==> config.mk <==
export PLATFORM = sky130hd
export DESIGN_NAME = picture_slot_display_manager
export DESIGN_NICKNAME = d
export VERILOG_FILES = /design/src/rtl/core/psdm_pkg.sv /design/src/rtl/core/psdm_queue.sv /design/src/rtl/core/psdm_front.sv /design/src/rtl/core/psdm_back.sv /design/src/rtl/core/picture_slot_display_manager.sv
export SDC_FILE = /design/constraint.sdc
export NUM_CORES = 2
export LEC_CHECK = 0
export BUFFER_PORTS_ARGS = -buffer_cell sky130_fd_sc_hd__buf_2
export CAP_MARGIN = 25
export CORE_MARGIN = 5
export CORE_UTILIZATION = 50
export DETAILED_ROUTE_END_ITERATION = 10
export PLACE_DENSITY = 0.66
export SKIP_CTS_REPAIR_TIMING = 1
export SLEW_MARGIN = 40
export SYNTH_ARGS = -nofsm -noshare
export SYNTH_HDL_FRONTEND = slang
export SYNTH_SLANG_ARGS = --single-unit
==> constraint.sdc <==
create_clock -name clk -period 9.41 [get_ports clk]
set_clock_uncertainty 0.05 [all_clocks]
set_input_delay 0.941 -clock clk [delete_from_list [all_inputs] [get_ports clk]]
set_output_delay 0.941 -clock clk [all_outputs]
set_load 0.01 [all_outputs]
==> src/rtl/core/psdm_pkg.sv <==
// Shared types, codes and helpers for the picture slot display manager.
package psdm_pkg;

    // Slot and register widths fixed by the interface
    localparam int SLOT_IDX_W     = 5;
    localparam int NUM_W          = 6;
    localparam int FRAME_W        = 32;
    localparam int SHOWN_W        = 33;
    localparam int CFG_W          = 5;
    localparam int STATUS_W       = 3;
    localparam int FTYPE_W        = 8;
    localparam int OP_W           = 2;

    localparam int SLOT_COUNT_DEF = 24;
    localparam logic [SLOT_IDX_W-1:0] NO_SLOT = 5'h18;
    localparam logic [CFG_W-1:0] BUFFERS_RESET = 5'd24;

    localparam logic [FTYPE_W-1:0] TYPE_INTRA = 8'h10;
    localparam logic [FTYPE_W-1:0] TYPE_PRED  = 8'h20;
    localparam logic [FTYPE_W-1:0] TYPE_BIDIR = 8'h30;
    localparam logic [FRAME_W-1:0] MIN_SHOWN  = 32'd3;
    localparam logic [FRAME_W-1:0] CLOCK_ENDED = 32'hFFFF_FFFF;

    // Queue between front and back
    localparam int QUEUE_DEPTH    = 2;

    // Remainder unit: four dividend bits per cycle
    localparam int MOD_BITS       = 4;
    localparam int MOD_CYCLES     = FRAME_W / MOD_BITS;
    localparam int MOD_CNT_W      = $clog2(MOD_CYCLES);

    // Operation codes
    localparam logic [OP_W-1:0] OP_CHECK  = 2'd0;
    localparam logic [OP_W-1:0] OP_COMMIT = 2'd1;
    localparam logic [OP_W-1:0] OP_FETCH  = 2'd2;
    localparam logic [OP_W-1:0] OP_NONE   = 2'd3;

    // Fetch status codes
    localparam logic [STATUS_W-1:0] ST_NONE    = 3'd0;
    localparam logic [STATUS_W-1:0] ST_WAITING = 3'd1;
    localparam logic [STATUS_W-1:0] ST_ENDED   = 3'd2;
    localparam logic [STATUS_W-1:0] ST_EXACT   = 3'd3;
    localparam logic [STATUS_W-1:0] ST_LATER   = 3'd4;

    // Slot states
    typedef enum logic [1:0] {
        SLOT_FREE  = 2'd0,
        SLOT_READY = 2'd1,
        SLOT_SHOWN = 2'd2
    } slot_state_t;

    // Work classes decided by the front
    typedef enum logic [2:0] {
        K_CHECK,
        K_COMMIT,
        K_NOP,
        K_WAIT,
        K_END,
        K_SCAN
    } kind_t;

    // One classified item: key is the frame id or the clock frame
    typedef struct packed {
        kind_t                kind;
        logic [FRAME_W-1:0]   key;
        logic                 rotate;
        logic                 low;
    } item_t;

    // One result item
    typedef struct packed {
        logic                  slot_busy;
        logic [STATUS_W-1:0]   status;
        logic [SLOT_IDX_W-1:0] slot_index;
        logic                  picture_valid;
        logic [SHOWN_W-1:0]    shown_frame_plus_one;
    } result_t;

    // Advance a restoring remainder by MOD_BITS dividend bits
    function automatic logic [NUM_W-1:0] mod_step(
        input logic [NUM_W-1:0]    rem,
        input logic [MOD_BITS-1:0] bits,
        input logic [NUM_W-1:0]    div
    );
        logic [NUM_W:0]   t;
        logic [NUM_W-1:0] r;
        r = rem;
        for (int k = MOD_BITS - 1; k >= 0; k--)
        begin
            t = {r, bits[k]};
            if (t >= {1'b0, div})
            begin
                t = t - {1'b0, div};
            end
            r = t[NUM_W-1:0];
        end
        return r;
    endfunction

endpackage

==> src/rtl/core/psdm_queue.sv <==
// Short item queue between the front and the back.
module psdm_queue (
    input  logic           clk,
    input  logic           rst_n,
    input  logic           push,
    input  psdm_pkg::item_t item_in,
    output logic           full,
    input  logic           pop,
    output logic           empty,
    output psdm_pkg::item_t item_out
);
    import psdm_pkg::*;

    localparam int PW = (QUEUE_DEPTH > 1) ? $clog2(QUEUE_DEPTH) : 1;
    localparam int CW = $clog2(QUEUE_DEPTH + 1);

    item_t          entry_reg [QUEUE_DEPTH];
    logic [PW-1:0]  wr_ptr_reg;
    logic [PW-1:0]  rd_ptr_reg;
    logic [CW-1:0]  count_reg;

    assign full     = (count_reg == CW'(QUEUE_DEPTH));
    assign empty    = (count_reg == '0);
    assign item_out = entry_reg[rd_ptr_reg];

    // Store the pushed item
    always_ff @(posedge clk)
    begin
        if (push)
        begin
            entry_reg[wr_ptr_reg] <= item_in;
        end
    end

    // Advance pointers and fill level
    always_ff @(posedge clk or negedge rst_n)
    begin
        if (!rst_n)
        begin
            wr_ptr_reg <= '0;
            rd_ptr_reg <= '0;
            count_reg  <= '0;
        end
        else
        begin
            if (push)
            begin
                wr_ptr_reg <= (wr_ptr_reg == PW'(QUEUE_DEPTH - 1)) ? '0 : wr_ptr_reg + 1'b1;
            end
            if (pop)
            begin
                rd_ptr_reg <= (rd_ptr_reg == PW'(QUEUE_DEPTH - 1)) ? '0 : rd_ptr_reg + 1'b1;
            end
            unique case ({push, pop})
                2'b10:   count_reg <= count_reg + 1'b1;
                2'b01:   count_reg <= count_reg - 1'b1;
                default: count_reg <= count_reg;
            endcase
        end
    end

endmodule

==> src/rtl/core/psdm_front.sv <==
// Front: accepts commands, classifies them and hands them to the queue.
module psdm_front (
    input  logic                                clk,
    input  logic                                rst_n,
    input  logic                                start,
    output logic                                busy,
    input  logic [psdm_pkg::OP_W-1:0]           operation,
    input  logic [psdm_pkg::FRAME_W-1:0]        frame_id,
    input  logic [psdm_pkg::FTYPE_W-1:0]        frame_type,
    input  logic signed [psdm_pkg::FRAME_W-1:0] clock_frame,
    input  logic                                first_wait,
    output logic                                push,
    output psdm_pkg::item_t                     item,
    input  logic                                queue_full
);
    import psdm_pkg::*;

    item_t item_reg;
    item_t item_next;
    logic  held_reg;
    logic  accept;
    logic [FRAME_W-1:0] clk_bits;

    assign clk_bits = $unsigned(clock_frame);
    assign busy     = held_reg && queue_full;
    assign accept   = start && !busy;
    assign push     = held_reg && !queue_full;
    assign item     = item_reg;

    // Classify the incoming command
    always_comb
    begin
        item_next.rotate = (frame_type == TYPE_INTRA) || (frame_type == TYPE_PRED);
        item_next.low    = clk_bits[FRAME_W-1] || (clk_bits < MIN_SHOWN);
        item_next.key    = frame_id;
        item_next.kind   = K_NOP;
        unique case (operation)
            OP_CHECK:  item_next.kind = K_CHECK;
            OP_COMMIT: item_next.kind = K_COMMIT;
            OP_FETCH:
            begin
                item_next.key = clk_bits;
                if (first_wait)
                begin
                    item_next.kind = K_WAIT;
                end
                else if (clk_bits == CLOCK_ENDED)
                begin
                    item_next.kind = K_END;
                end
                else
                begin
                    item_next.kind = K_SCAN;
                end
            end
            OP_NONE:   item_next.kind = K_NOP;
            default:   item_next.kind = K_NOP;
        endcase
    end

    // Hold the classified item until the queue takes it
    always_ff @(posedge clk)
    begin
        if (accept)
        begin
            item_reg <= item_next;
        end
    end

    always_ff @(posedge clk or negedge rst_n)
    begin
        if (!rst_n)
        begin
            held_reg <= 1'b0;
        end
        else if (accept)
        begin
            held_reg <= 1'b1;
        end
        else if (push)
        begin
            held_reg <= 1'b0;
        end
    end

endmodule

==> src/rtl/core/psdm_back.sv <==
// Back: slot store, remainder unit and fetch scan that carry out each item.
module psdm_back #(
    parameter int SLOT_COUNT = psdm_pkg::SLOT_COUNT_DEF
) (
    input  logic                              clk,
    input  logic                              rst_n,
    input  logic [psdm_pkg::NUM_W-1:0]        n_eff,
    input  logic                              queue_empty,
    input  psdm_pkg::item_t                   queue_item,
    output logic                              queue_pop,
    output logic                              done,
    output psdm_pkg::result_t                 result,
    output logic                              drop_flag,
    output logic [psdm_pkg::SLOT_IDX_W-1:0]   ref_newer_slot,
    output logic [psdm_pkg::SLOT_IDX_W-1:0]   ref_older_slot
);
    import psdm_pkg::*;

    localparam int AW = (SLOT_COUNT > 1) ? $clog2(SLOT_COUNT) : 1;

    typedef enum logic [5:0] {
        S_IDLE = 6'b000001,
        S_MOD  = 6'b000010,
        S_CC   = 6'b000100,
        S_SCAN = 6'b001000,
        S_FIN  = 6'b010000,
        S_OUT  = 6'b100000
    } state_t;

    state_t state_reg;
    state_t state_next;

    // Slot store: frames in a memory, states in flops cleared by reset
    logic [FRAME_W-1:0]    frame_mem [SLOT_COUNT];
    slot_state_t           slot_state_reg [SLOT_COUNT];
    logic [FRAME_W-1:0]    frame_rd_reg;
    logic [FRAME_W-1:0]    base_reg;
    logic [SLOT_IDX_W-1:0] newer_reg;
    logic [SLOT_IDX_W-1:0] older_reg;
    logic                  drop_reg;
    logic                  done_reg;

    item_t                 cur_reg;
    logic [FRAME_W-1:0]    dividend_reg;
    logic [NUM_W-1:0]      rem_reg;
    logic [NUM_W-1:0]      rem_next;
    logic [MOD_CNT_W-1:0]  mod_cnt_reg;
    logic [AW-1:0]         idx_reg;
    logic [NUM_W-1:0]      rd_cnt_reg;
    logic                  ev_valid_reg;
    logic [FRAME_W-1:0]    best_reg;
    logic [AW-1:0]         pick_reg;
    logic                  found_reg;
    result_t               res_reg;

    slot_state_t           cur_state;
    logic                  slot_taken;
    logic                  commit_ok;
    logic                  rd_more;
    logic                  exact;
    logic                  older_hit;

    assign cur_state = slot_state_reg[idx_reg];
    assign slot_taken = (cur_state != SLOT_FREE);
    assign commit_ok = (cur_reg.kind == K_COMMIT) && !slot_taken;
    assign rd_more   = (rd_cnt_reg < n_eff);
    assign exact     = found_reg && (best_reg == cur_reg.key);
    assign older_hit = (frame_rd_reg <= cur_reg.key);
    assign rem_next  = mod_step(rem_reg, dividend_reg[FRAME_W-1 -: MOD_BITS], n_eff);

    assign queue_pop      = (state_reg == S_IDLE) && !queue_empty;
    assign done           = done_reg;
    assign result         = res_reg;
    assign drop_flag      = drop_reg;
    assign ref_newer_slot = newer_reg;
    assign ref_older_slot = older_reg;

    // Sequence the work of one item
    always_comb
    begin
        state_next = state_reg;
        unique case (state_reg)
            S_IDLE:
            begin
                if (!queue_empty)
                begin
                    unique case (queue_item.kind)
                        K_CHECK, K_COMMIT: state_next = S_MOD;
                        K_SCAN:            state_next = S_SCAN;
                        default:           state_next = S_OUT;
                    endcase
                end
            end
            S_MOD:
            begin
                if (mod_cnt_reg == MOD_CNT_W'(MOD_CYCLES - 1))
                begin
                    state_next = S_CC;
                end
            end
            S_CC:   state_next = S_IDLE;
            S_SCAN:
            begin
                if (!rd_more && !ev_valid_reg)
                begin
                    state_next = S_FIN;
                end
            end
            S_FIN:  state_next = S_IDLE;
            S_OUT:  state_next = S_IDLE;
            default: state_next = S_IDLE;
        endcase
    end

    // Write and read the frame memory
    always_ff @(posedge clk)
    begin
        if (state_reg == S_CC && commit_ok)
        begin
            frame_mem[idx_reg] <= cur_reg.key;
        end
        if (state_reg == S_SCAN && rd_more)
        begin
            frame_rd_reg <= frame_mem[rd_cnt_reg[AW-1:0]];
        end
    end

    // Datapath: remainder, scan bookkeeping and result
    always_ff @(posedge clk)
    begin
        unique case (state_reg)
            S_IDLE:
            begin
                cur_reg      <= queue_item;
                dividend_reg <= queue_item.key - base_reg;
                rem_reg      <= '0;
                mod_cnt_reg  <= '0;
                rd_cnt_reg   <= '0;
                best_reg     <= '0;
                pick_reg     <= '0;
                found_reg    <= 1'b0;
            end
            S_MOD:
            begin
                rem_reg      <= rem_next;
                dividend_reg <= dividend_reg << MOD_BITS;
                mod_cnt_reg  <= mod_cnt_reg + 1'b1;
                idx_reg      <= rem_next[AW-1:0];
            end
            S_CC:
            begin
                res_reg.slot_busy            <= slot_taken;
                res_reg.status               <= ST_NONE;
                res_reg.slot_index           <= SLOT_IDX_W'(idx_reg);
                res_reg.picture_valid        <= 1'b0;
                res_reg.shown_frame_plus_one <= '0;
            end
            S_SCAN:
            begin
                // Issue the next read, evaluate the slot read last cycle
                if (rd_more)
                begin
                    rd_cnt_reg <= rd_cnt_reg + 1'b1;
                    idx_reg    <= rd_cnt_reg[AW-1:0];
                end
                if (ev_valid_reg && cur_state != SLOT_FREE && older_hit
                    && best_reg < frame_rd_reg)
                begin
                    best_reg  <= frame_rd_reg;
                    pick_reg  <= idx_reg;
                    found_reg <= 1'b1;
                end
            end
            S_FIN:
            begin
                res_reg.slot_busy     <= 1'b0;
                res_reg.status        <= exact ? ST_EXACT : (found_reg ? ST_LATER : ST_NONE);
                res_reg.slot_index    <= found_reg ? SLOT_IDX_W'(pick_reg) : '0;
                res_reg.picture_valid <= found_reg && !cur_reg.low;
                res_reg.shown_frame_plus_one <=
                    found_reg ? ({1'b0, best_reg} + SHOWN_W'(1)) : '0;
            end
            S_OUT:
            begin
                res_reg.slot_busy     <= 1'b0;
                res_reg.slot_index    <= '0;
                res_reg.picture_valid <= 1'b0;
                priority if (cur_reg.kind == K_WAIT)
                begin
                    res_reg.status               <= ST_WAITING;
                    res_reg.shown_frame_plus_one <= SHOWN_W'(1);
                end
                else if (cur_reg.kind == K_END)
                begin
                    res_reg.status               <= ST_ENDED;
                    res_reg.shown_frame_plus_one <= '0;
                end
                else
                begin
                    res_reg.status               <= ST_NONE;
                    res_reg.shown_frame_plus_one <= '0;
                end
            end
            default:
            begin
                rem_reg <= rem_reg;
            end
        endcase
    end

    // Control state: FSM, slot states, references, drop flag, strobe
    always_ff @(posedge clk or negedge rst_n)
    begin
        if (!rst_n)
        begin
            state_reg    <= S_IDLE;
            base_reg     <= '0;
            newer_reg    <= NO_SLOT;
            older_reg    <= NO_SLOT;
            drop_reg     <= 1'b1;
            done_reg     <= 1'b0;
            ev_valid_reg <= 1'b0;
            for (int i = 0; i < SLOT_COUNT; i++)
            begin
                slot_state_reg[i] <= SLOT_FREE;
            end
        end
        else
        begin
            state_reg    <= state_next;
            done_reg     <= (state_reg == S_CC) || (state_reg == S_FIN)
                            || (state_reg == S_OUT);
            ev_valid_reg <= (state_reg == S_SCAN) && rd_more;

            // Claim the slot on a successful commit
            if (state_reg == S_CC && commit_ok)
            begin
                slot_state_reg[idx_reg] <= SLOT_READY;
                if (idx_reg == '0)
                begin
                    base_reg <= cur_reg.key;
                end
                if (cur_reg.rotate)
                begin
                    older_reg <= newer_reg;
                    newer_reg <= SLOT_IDX_W'(idx_reg);
                end
            end

            // Drop stale slots during the scan
            if (state_reg == S_SCAN && ev_valid_reg && cur_state != SLOT_FREE)
            begin
                if (older_hit || cur_state == SLOT_SHOWN)
                begin
                    slot_state_reg[idx_reg] <= SLOT_FREE;
                end
            end

            // Mark the chosen picture shown and update the drop flag
            if (state_reg == S_FIN)
            begin
                if (found_reg)
                begin
                    slot_state_reg[pick_reg] <= SLOT_SHOWN;
                end
                drop_reg <= !exact;
            end
        end
    end

    a_pic_status: assert property (@(posedge clk) disable iff (!rst_n)
        done_reg && res_reg.picture_valid |->
            (res_reg.status == ST_EXACT || res_reg.status == ST_LATER))
        else $error("picture handed without a match status");

    a_exact_drop: assert property (@(posedge clk) disable iff (!rst_n)
        done_reg && res_reg.status == ST_EXACT |-> !drop_reg)
        else $error("exact match left the drop flag set");

    a_scan_bound: assert property (@(posedge clk) disable iff (!rst_n)
        state_reg == S_SCAN |-> rd_cnt_reg <= n_eff)
        else $error("scan ran past the slots in use");

    a_cc_after_mod: assert property (@(posedge clk) disable iff (!rst_n)
        state_reg == S_CC |-> $past(state_reg == S_MOD))
        else $error("slot used before the remainder finished");

endmodule

==> src/rtl/core/picture_slot_display_manager.sv <==
// Top level of the picture slot display manager: front, queue and back.
//
//  Channel  | Signals                                         | Handshake
//  ---------+-------------------------------------------------+----------------------------
//  command  | operation frame_id frame_type clock_frame        | taken when start && !busy
//           | first_wait                                      |
//  result   | slot_busy status slot_index picture_valid       | one cycle, marked by done
//           | shown_frame_plus_one drop_flag ref_newer_slot   |
//           | ref_older_slot                                  |
//  config   | cfg_data (buffers_in_use)                       | taken when cfg_valid && cfg_ready
//
// Check and commit: S_IDLE dequeues, S_MOD runs the 4-bit-per-cycle remainder unit and S_CC
// reads and updates the slot. Fetch, n being the slots in use: S_IDLE dequeues, S_SCAN makes n
// reads through the frame memory port and drains the scan, and S_FIN finishes.
// Wait, end-of-stream and no-op commands: S_IDLE dequeues and S_OUT writes the result.
// Reset clears all slot states, the references and sets the drop flag; no clearing pass.
// The result receiver cannot stall; busy rises only when the queue and front stage are full.
module picture_slot_display_manager #(
    parameter int SLOT_COUNT = psdm_pkg::SLOT_COUNT_DEF
) (
    input  logic                                clk,
    input  logic                                rst_n,
    input  logic                                start,
    output logic                                busy,
    input  logic [psdm_pkg::OP_W-1:0]           operation,
    input  logic [psdm_pkg::FRAME_W-1:0]        frame_id,
    input  logic [psdm_pkg::FTYPE_W-1:0]        frame_type,
    input  logic signed [psdm_pkg::FRAME_W-1:0] clock_frame,
    input  logic                                first_wait,
    output logic                                done,
    output logic                                slot_busy,
    output logic [psdm_pkg::STATUS_W-1:0]       status,
    output logic [psdm_pkg::SLOT_IDX_W-1:0]     slot_index,
    output logic                                picture_valid,
    output logic [psdm_pkg::SHOWN_W-1:0]        shown_frame_plus_one,
    output logic                                drop_flag,
    output logic [psdm_pkg::SLOT_IDX_W-1:0]     ref_newer_slot,
    output logic [psdm_pkg::SLOT_IDX_W-1:0]     ref_older_slot,
    input  logic                                cfg_valid,
    output logic                                cfg_ready,
    input  logic [psdm_pkg::CFG_W-1:0]          cfg_data
);
    import psdm_pkg::*;

    logic [CFG_W-1:0] buffers_reg;
    logic [NUM_W-1:0] n_eff;
    logic             q_push;
    logic             q_full;
    logic             q_pop;
    logic             q_empty;
    item_t            front_item;
    item_t            q_item;
    result_t          res;

    assign cfg_ready = 1'b1;

    // Store the slots-in-use register
    always_ff @(posedge clk or negedge rst_n)
    begin
        if (!rst_n)
        begin
            buffers_reg <= BUFFERS_RESET;
        end
        else if (cfg_valid && cfg_ready)
        begin
            buffers_reg <= cfg_data;
        end
    end

    // Clamp slots in use to 1..SLOT_COUNT
    always_comb
    begin
        priority if (buffers_reg == '0)
        begin
            n_eff = NUM_W'(1);
        end
        else if ({1'b0, buffers_reg} > NUM_W'(SLOT_COUNT))
        begin
            n_eff = NUM_W'(SLOT_COUNT);
        end
        else
        begin
            n_eff = {1'b0, buffers_reg};
        end
    end

    psdm_front u_front (
        .clk         (clk),
        .rst_n       (rst_n),
        .start       (start),
        .busy        (busy),
        .operation   (operation),
        .frame_id    (frame_id),
        .frame_type  (frame_type),
        .clock_frame (clock_frame),
        .first_wait  (first_wait),
        .push        (q_push),
        .item        (front_item),
        .queue_full  (q_full)
    );

    psdm_queue u_queue (
        .clk      (clk),
        .rst_n    (rst_n),
        .push     (q_push),
        .item_in  (front_item),
        .full     (q_full),
        .pop      (q_pop),
        .empty    (q_empty),
        .item_out (q_item)
    );

    psdm_back #(
        .SLOT_COUNT (SLOT_COUNT)
    ) u_back (
        .clk            (clk),
        .rst_n          (rst_n),
        .n_eff          (n_eff),
        .queue_empty    (q_empty),
        .queue_item     (q_item),
        .queue_pop      (q_pop),
        .done           (done),
        .result         (res),
        .drop_flag      (drop_flag),
        .ref_newer_slot (ref_newer_slot),
        .ref_older_slot (ref_older_slot)
    );

    assign slot_busy            = res.slot_busy;
    assign status               = res.status;
    assign slot_index           = res.slot_index;
    assign picture_valid        = res.picture_valid;
    assign shown_frame_plus_one = res.shown_frame_plus_one;

endmodule

**After elaboration in Yosys (flattened, before gate mapping)**

Memory sizes are Yosys's and may differ from the RTL's. A register that Yosys moved wholly into a read port is not among the register bits.
Index checks and enable logic that the tools add are counted.

- Output and inout port bits: 57
- Bits in registers: 316
- Input port bits: 84
- RAM bits: 842
- Word-level logic and storage cells: 228
- Memories: 2

Memories:

| name | words | bits a word | read ports | clocked after Yosys merged registers in | write ports | RTL line | RTL |
|---|---|---|---|---|---|---|---|
| u_back.frame_mem | 24 | 32 | 1 | 1 | 1 | psdm_back.sv:34 | `logic [FRAME_W-1:0] frame_mem [SLOT_COUNT];` |
| u_queue.entry_reg | 2 | 37 | 1 | 0 | 1 | psdm_queue.sv:17 | `item_t entry_reg [QUEUE_DEPTH];` |

- Reduce and logical (&&, ||, !) cells: 49
- Equal/unequal tests: 28
- Order comparisons: 13
- Bitwise gates (word level): 10
- $add $sub $neg: 12
- Multiplexer cells: 57

Operators by type and width:

| cell | count |
|---|---|
| 48-bit 2-to-1 mux | 5 |
| 43-bit one-hot mux with 3 select lines | 1 |
| 32-bit one-hot mux with 2 select lines | 2 |
| 32-bit 2-to-1 mux | 2 |
| 6-bit 2-to-1 mux | 9 |
| 24-bit AND | 2 |
| 48-bit AND | 1 |
| 24-bit inverter | 2 |
| 48-bit inverter | 1 |
| 24-bit OR | 2 |
| 6-bit one-hot mux with 2 select lines | 3 |
| 32-bit by 1-bit adder with 33-bit output, second input constant | 1 |
| 33-bit 2-to-1 mux | 1 |
| 32-bit == test | 1 |
| 32-bit == test, second input constant | 1 |
| 32-bit <= comparator | 1 |
| 32-bit by 2-bit less-than comparator with 1-bit output, second input constant | 1 |
| 32-bit less-than comparator | 1 |
| 32-bit subtractor | 1 |
| 7-bit by 6-bit >= comparator with 1-bit output | 4 |
| 6-bit subtractor | 4 |
| 2-bit demux with 5-bit select | 2 |
| 5-bit 2-to-1 mux | 4 |
| 5-bit one-hot mux with 2 select lines | 2 |
| other kinds (45) | 115 |

**Logic depth before layout (Yosys ltp)**

- Depth in word-level cells: 15
- Depth in mapped cells: 36
- Depth with buffers taken out: 35

**Modules after synthesis**

A second synthesis with hierarchy kept.

- Cell total of the unflattened synthesis: 2993
- Area, all modules: 50878.8 um2

Modules (own cells, without submodules):

| module | cells an instance | instances | area an instance (um2) |
|---|---|---|---|
| psdm_back | 2734 | 1 | 45781.4 |
| psdm_queue | 131 | 1 | 2936.6 |
| psdm_front | 109 | 1 | 1913.1 |
| picture_slot_display_manager | 19 | 1 | 247.7 |

**Least setup slack after synthesis**

Ideal clock, no wire load.

- Path type: register to register
- From: register buffers_reg[4]
- To: register u_back.rd_cnt_reg[0], enable pin
- Data required time: 9.035 ns
- Path buffers: 0
- Data arrival time: 7.900 ns
- Period minus slack after synthesis: 8.276 ns
- Path slack: 1.134 ns
- Setup time: 0.325 ns
- Stages on the path, launching flop included: 9
- Path through: dfstp_2 > nand2_1 > nand2_1 > ha_1 > a21o_1 > a21o_1 > a21o_1 > a2111oi_0 > or2_2

- Cells in the longest elaborated chain, start to end: 6

Ends and longest elaborated chain:

| element | RTL line | RTL |
|---|---|---|
| start: declaration | picture_slot_display_manager.sv:45 | `logic [CFG_W-1:0] buffers_reg;` |
| start signal: assignment | picture_slot_display_manager.sv:66 | `buffers_reg <= cfg_data;` |
| 5-bit greater-than comparator | picture_slot_display_manager.sv:77 | `else if ({1'b0, buffers_reg} > NUM_W'(SLOT_COUNT))` |
| 5-bit 2-to-1 mux | picture_slot_display_manager.sv:77 |  |
| 6-bit 2-to-1 mux * | picture_slot_display_manager.sv:73 | `priority if (buffers_reg == '0)` |
| 6-bit less-than comparator * | psdm_back.sv:66 | `assign rd_more = (rd_cnt_reg < n_eff);` |
| 2-bit by 1-bit != test with 1-bit output (no line) * | n/a |  |
| 2-bit AND reduction (no line) * | n/a |  |
| end signal: assignment | psdm_back.sv:163 | `rd_cnt_reg <= rd_cnt_reg + 1'b1;` |
| end: declaration | psdm_back.sv:49 | `logic [NUM_W-1:0] rd_cnt_reg;` |

Mark *: on every way between the ends. The rest lies on a longest branch, timed or not.
A chain may end at the register's enable or synchronous reset.

**Worst setup path after layout**

- From: register buffers_reg[4]
- To: register u_back.rem_reg[4] (data pin)

- Cells in the longest elaborated chain, start to end: 12

Ends and longest elaborated chain:

| element | RTL line | RTL |
|---|---|---|
| 5-bit greater-than comparator | picture_slot_display_manager.sv:77 |  |
| 5-bit 2-to-1 mux | picture_slot_display_manager.sv:77 |  |
| 6-bit 2-to-1 mux * | picture_slot_display_manager.sv:73 |  |
| 6-bit subtractor / 7-bit by 6-bit >= comparator with 1-bit output (equally long branches) | psdm_pkg.sv:93, psdm_pkg.sv:91 |  |
| 6-bit 2-to-1 mux | psdm_pkg.sv:91 | `if (t >= {1'b0, div})` |
| 6-bit subtractor / 7-bit by 6-bit >= comparator with 1-bit output (equally long branches) | psdm_pkg.sv:93, psdm_pkg.sv:91 |  |
| 6-bit 2-to-1 mux | psdm_pkg.sv:91 |  |
| 6-bit subtractor / 7-bit by 6-bit >= comparator with 1-bit output (equally long branches) | psdm_pkg.sv:93, psdm_pkg.sv:91 |  |
| 6-bit 2-to-1 mux | psdm_pkg.sv:91 |  |
| 6-bit subtractor / 7-bit by 6-bit >= comparator with 1-bit output (equally long branches) | psdm_pkg.sv:93, psdm_pkg.sv:91 |  |
| 6-bit 2-to-1 mux * | psdm_pkg.sv:91 |  |
| 6-bit one-hot mux with 2 select lines * | psdm_back.sv:131 | `unique case (state_reg)` |
| end signal: assignment | psdm_back.sv:145 | `rem_reg <= rem_next;` |
| end signal: assignment | psdm_back.sv:206 | `rem_reg <= rem_reg;` |
| end: declaration | psdm_back.sv:45 | `logic [NUM_W-1:0] rem_reg;` |

Marks and branches as above.

==> run metrics <==
Critical Path Source Type register; simple-gate share of the synthesized area 0.0525; # fillers roughly 7.6k; Row Count about 120; flops & latches, synth 1190; clk_lat worst skew approximately 0.73 ns; Worst Path Required 9.88 ns; die width approximately 330 µm; drt pass-1 iters 6; number of diodes 0; max reg flops ~770; Final Core Density 0.572; grt ovf 0; vias in the first global route around 29k; final setup fails 0; drt total wl 122 mm; Num CTS Buffers between 100 and 150; most frequent CP cell a21o_1; Final GP Congestion around 0.9; XOR/XNOR Fraction of Synth Area 0.0183; Starting Density 0.504; endpoints failing hold 0; Distinct cells, synth 75; PD cells 343 nW/µm²; Tmin final about 8.6 ns; Die Y about 330 µm; Vias/cell ~6; Mapped Area 50600 µm²; commonest non-fill, non-tap cell in the layout edfxtp_1; EDFF count, synth 1081; slowest CP cell dfstp_2; CP arrival 9.09 ns; core area 100000 µm²; area of the multi-input gates about 15000 µm²; Final ANT Viol Nets 0; RSZ-0062 raised after global routing no; H-tree depth 3; static leakage between 20 and 25 nW; syn nets ~3.2k; Iter 0 DRT Violations 3191; largest net degree at the start of global routing between 100 and 150; Synth Warn # 0; FF+latch area approximately 35000 µm²; clock-pin slew on the worst setup and hold paths ~0.060 ns; Max clock buf depth 3; Post-layout nets approximately 3.4k; initial antenna violation count 5; DR DRC count 0; CP max FO 8; Area Overhead vs Synth 13.5%; post-DR wirelength/cell between 20 and 30 µm; average size of a mapped cell ~17 µm²; status finished, final reports clean; ys async rst share 0.0916; CP Capture Type register; DPL Wire Length between 70 and 80 mm; delay of the slowest critical-path stage 0.54 ns; Fin Setup TNS 0 ns; Synth Area in Compound Gates 0.0509; most frequent cells in the layout 1081 x edfxtp_1, 236 x mux4_2, 161 x nor2_1; # clock sinks ~1.2k; IO buf count between 100 and 150; max-cap violations 0; adder-cell share of the synthesized area 0.0324; Min-Delay Path Class in -> async; ratio of cells with drive above 1 in the final layout 0.233; via count about 28k; largest family of logic cells by synthesized area multiplexers; first-pass GRT wire length 182 mm; Mapped Cells ~3.0k; worst-margin pin slew 0.874 ns; Synth Flop Type edfxtp_1; IO Pins 141; Root Buffer clkbuf_16; CTS tree yes; Max Fclk approximately 120 MHz; VDD IR max 0.000380 V; multiplexer share of the synthesized area 0.131; crit path kind reg -> reg; die area 108000 µm²; Slew HR 0.417; global routing usage summed across all routing layers 0.225; register area share after synthesis 0.696; Max Slew Vio Count 0; period utilisation layout 0.917
## metrics by stage
stage	hold WS (ns)	std cells	power (W)	setup WS, ns	cell area, µm²
5_1_grt	0.225	4668	0.0207	0.291	57400
2_1_floorplan	0.371	2987	0.0128	1.13	50600
3_5_place_dp	0.380	4429	0.0151	0.801	53400
6_report	0.200	4668	0.0197	0.783	57400
4_1_cts	0.173	4649	0.0197	0.781	57200
3_3_place_gp	0.373	4414	0.0149	0.838	53100
## where the power goes
group / switching (W) / internal [W] / total, W
registers: 0.000609 / 0.00714 / 0.00775
logic: 0.00434 / 0.00302 / 0.00736
clock network: 0.00199 / 0.00260 / 0.00458
## worst max-delay path: cells and delay by family, from the launching register on
family,cells,cell delay [ns]
simple gates,9,2.01
fa+ha+maj,4,1.16
mux,1,0.39
buf+inv,3,0.39
compound gates,17,3.93
flops,1,0.54
## synth_stat cells (5+ instances only)
cell type / number / area [µm²]
xor2_1: 72 / 631
and2_1: 17 / 106
a211oi_1: 15 / 113
mux2_2: 82 / 923
or2_2: 6 / 37.5
nor3b_1: 6 / 45.0
nand4_1: 39 / 244
o21ai_0: 89 / 445
o31ai_1: 8 / 60.1
nor2b_1: 17 / 106
fa_1: 5 / 100
or3_1: 10 / 62.6
clkbuf_1: 90 / 338
a21oi_1: 142 / 711
o22ai_1: 25 / 156
a21o_1: 55 / 413
buf_2: 8 / 40.0
nand3b_1: 8 / 60.1
dfrtp_1: 101 / 2530
dfstp_2: 8 / 210
mux4_2: 236 / 5320
and3_1: 18 / 113
buf_1: 24 / 90.1
inv_1: 121 / 454
a22o_1: 15 / 131
nor3_1: 20 / 100
nor2_1: 185 / 694
xnor2_1: 31 / 272
o21a_1: 9 / 67.6
nand3_1: 33 / 165
a22oi_1: 6 / 45.0
nand2_1: 124 / 465
nor4_1: 24 / 150
mux2i_1: 41 / 410
edfxtp_1: 1081 / 32500
nand2b_1: 19 / 119
a31oi_1: 10 / 62.6
ha_1: 123 / 1540
o21bai_1: 5 / 37.5
## path summary, 6_finish.rpt
path                                   from                        end  slack, ns  cells past startpoint
max                          buffers_reg[4]          u_back.rem_reg[4]       0.78                     34
min in group clk           u_front.item[27]   u_queue.entry_reg[0][27]       0.39                      0
min reg2reg                u_front.item[27]   u_queue.entry_reg[0][27]       0.39                      0
max in group asynchronous             rst_n  u_back.slot_state_reg[47]       8.04                      2
max reg2reg                  buffers_reg[4]          u_back.rem_reg[4]       0.78                     34
min                                   rst_n        u_back.base_reg[17]       0.20                      1
## layout make-up
cell class / instances / area share
Clock inverter: 72 / 0.0121
Timing Repair Buffer: 227 / 0.0270
Inverter: 121 / 0.00791
Tap cell: 1357 / 0.0296
Clock buffer: 148 / 0.0541
Sequential cell: 1190 / 0.613
Multi-Input combinational cell: 1553 / 0.256
## metal layers
layer / wire length, µm / global-route usage / vias up
met5: 23 / 0 / -
met4: 2830 / 0.0559 / 4
met3: 8950 / 0.0406 / 195
met2: 58100 / 0.361 / 1100
met1: 51800 / 0.324 / 14700
li1: - / - / 12200
## kinds of logic (layout without fill, tap and decap cells)
kind of cell | count (synthesis) | count (layout)
and+or+nand+nor | 547 | 547
adders and majority gates | 128 | 128
muxes | 359 | 359
buffers and inverters | 244 | 568
other | 1 | 1
AOI/OAI and AO/OA | 414 | 414
DFF | 1190 | 1190
xor gates and xnor gates | 104 | 104
Note: power is estimated with default switching activity, not from simulation.
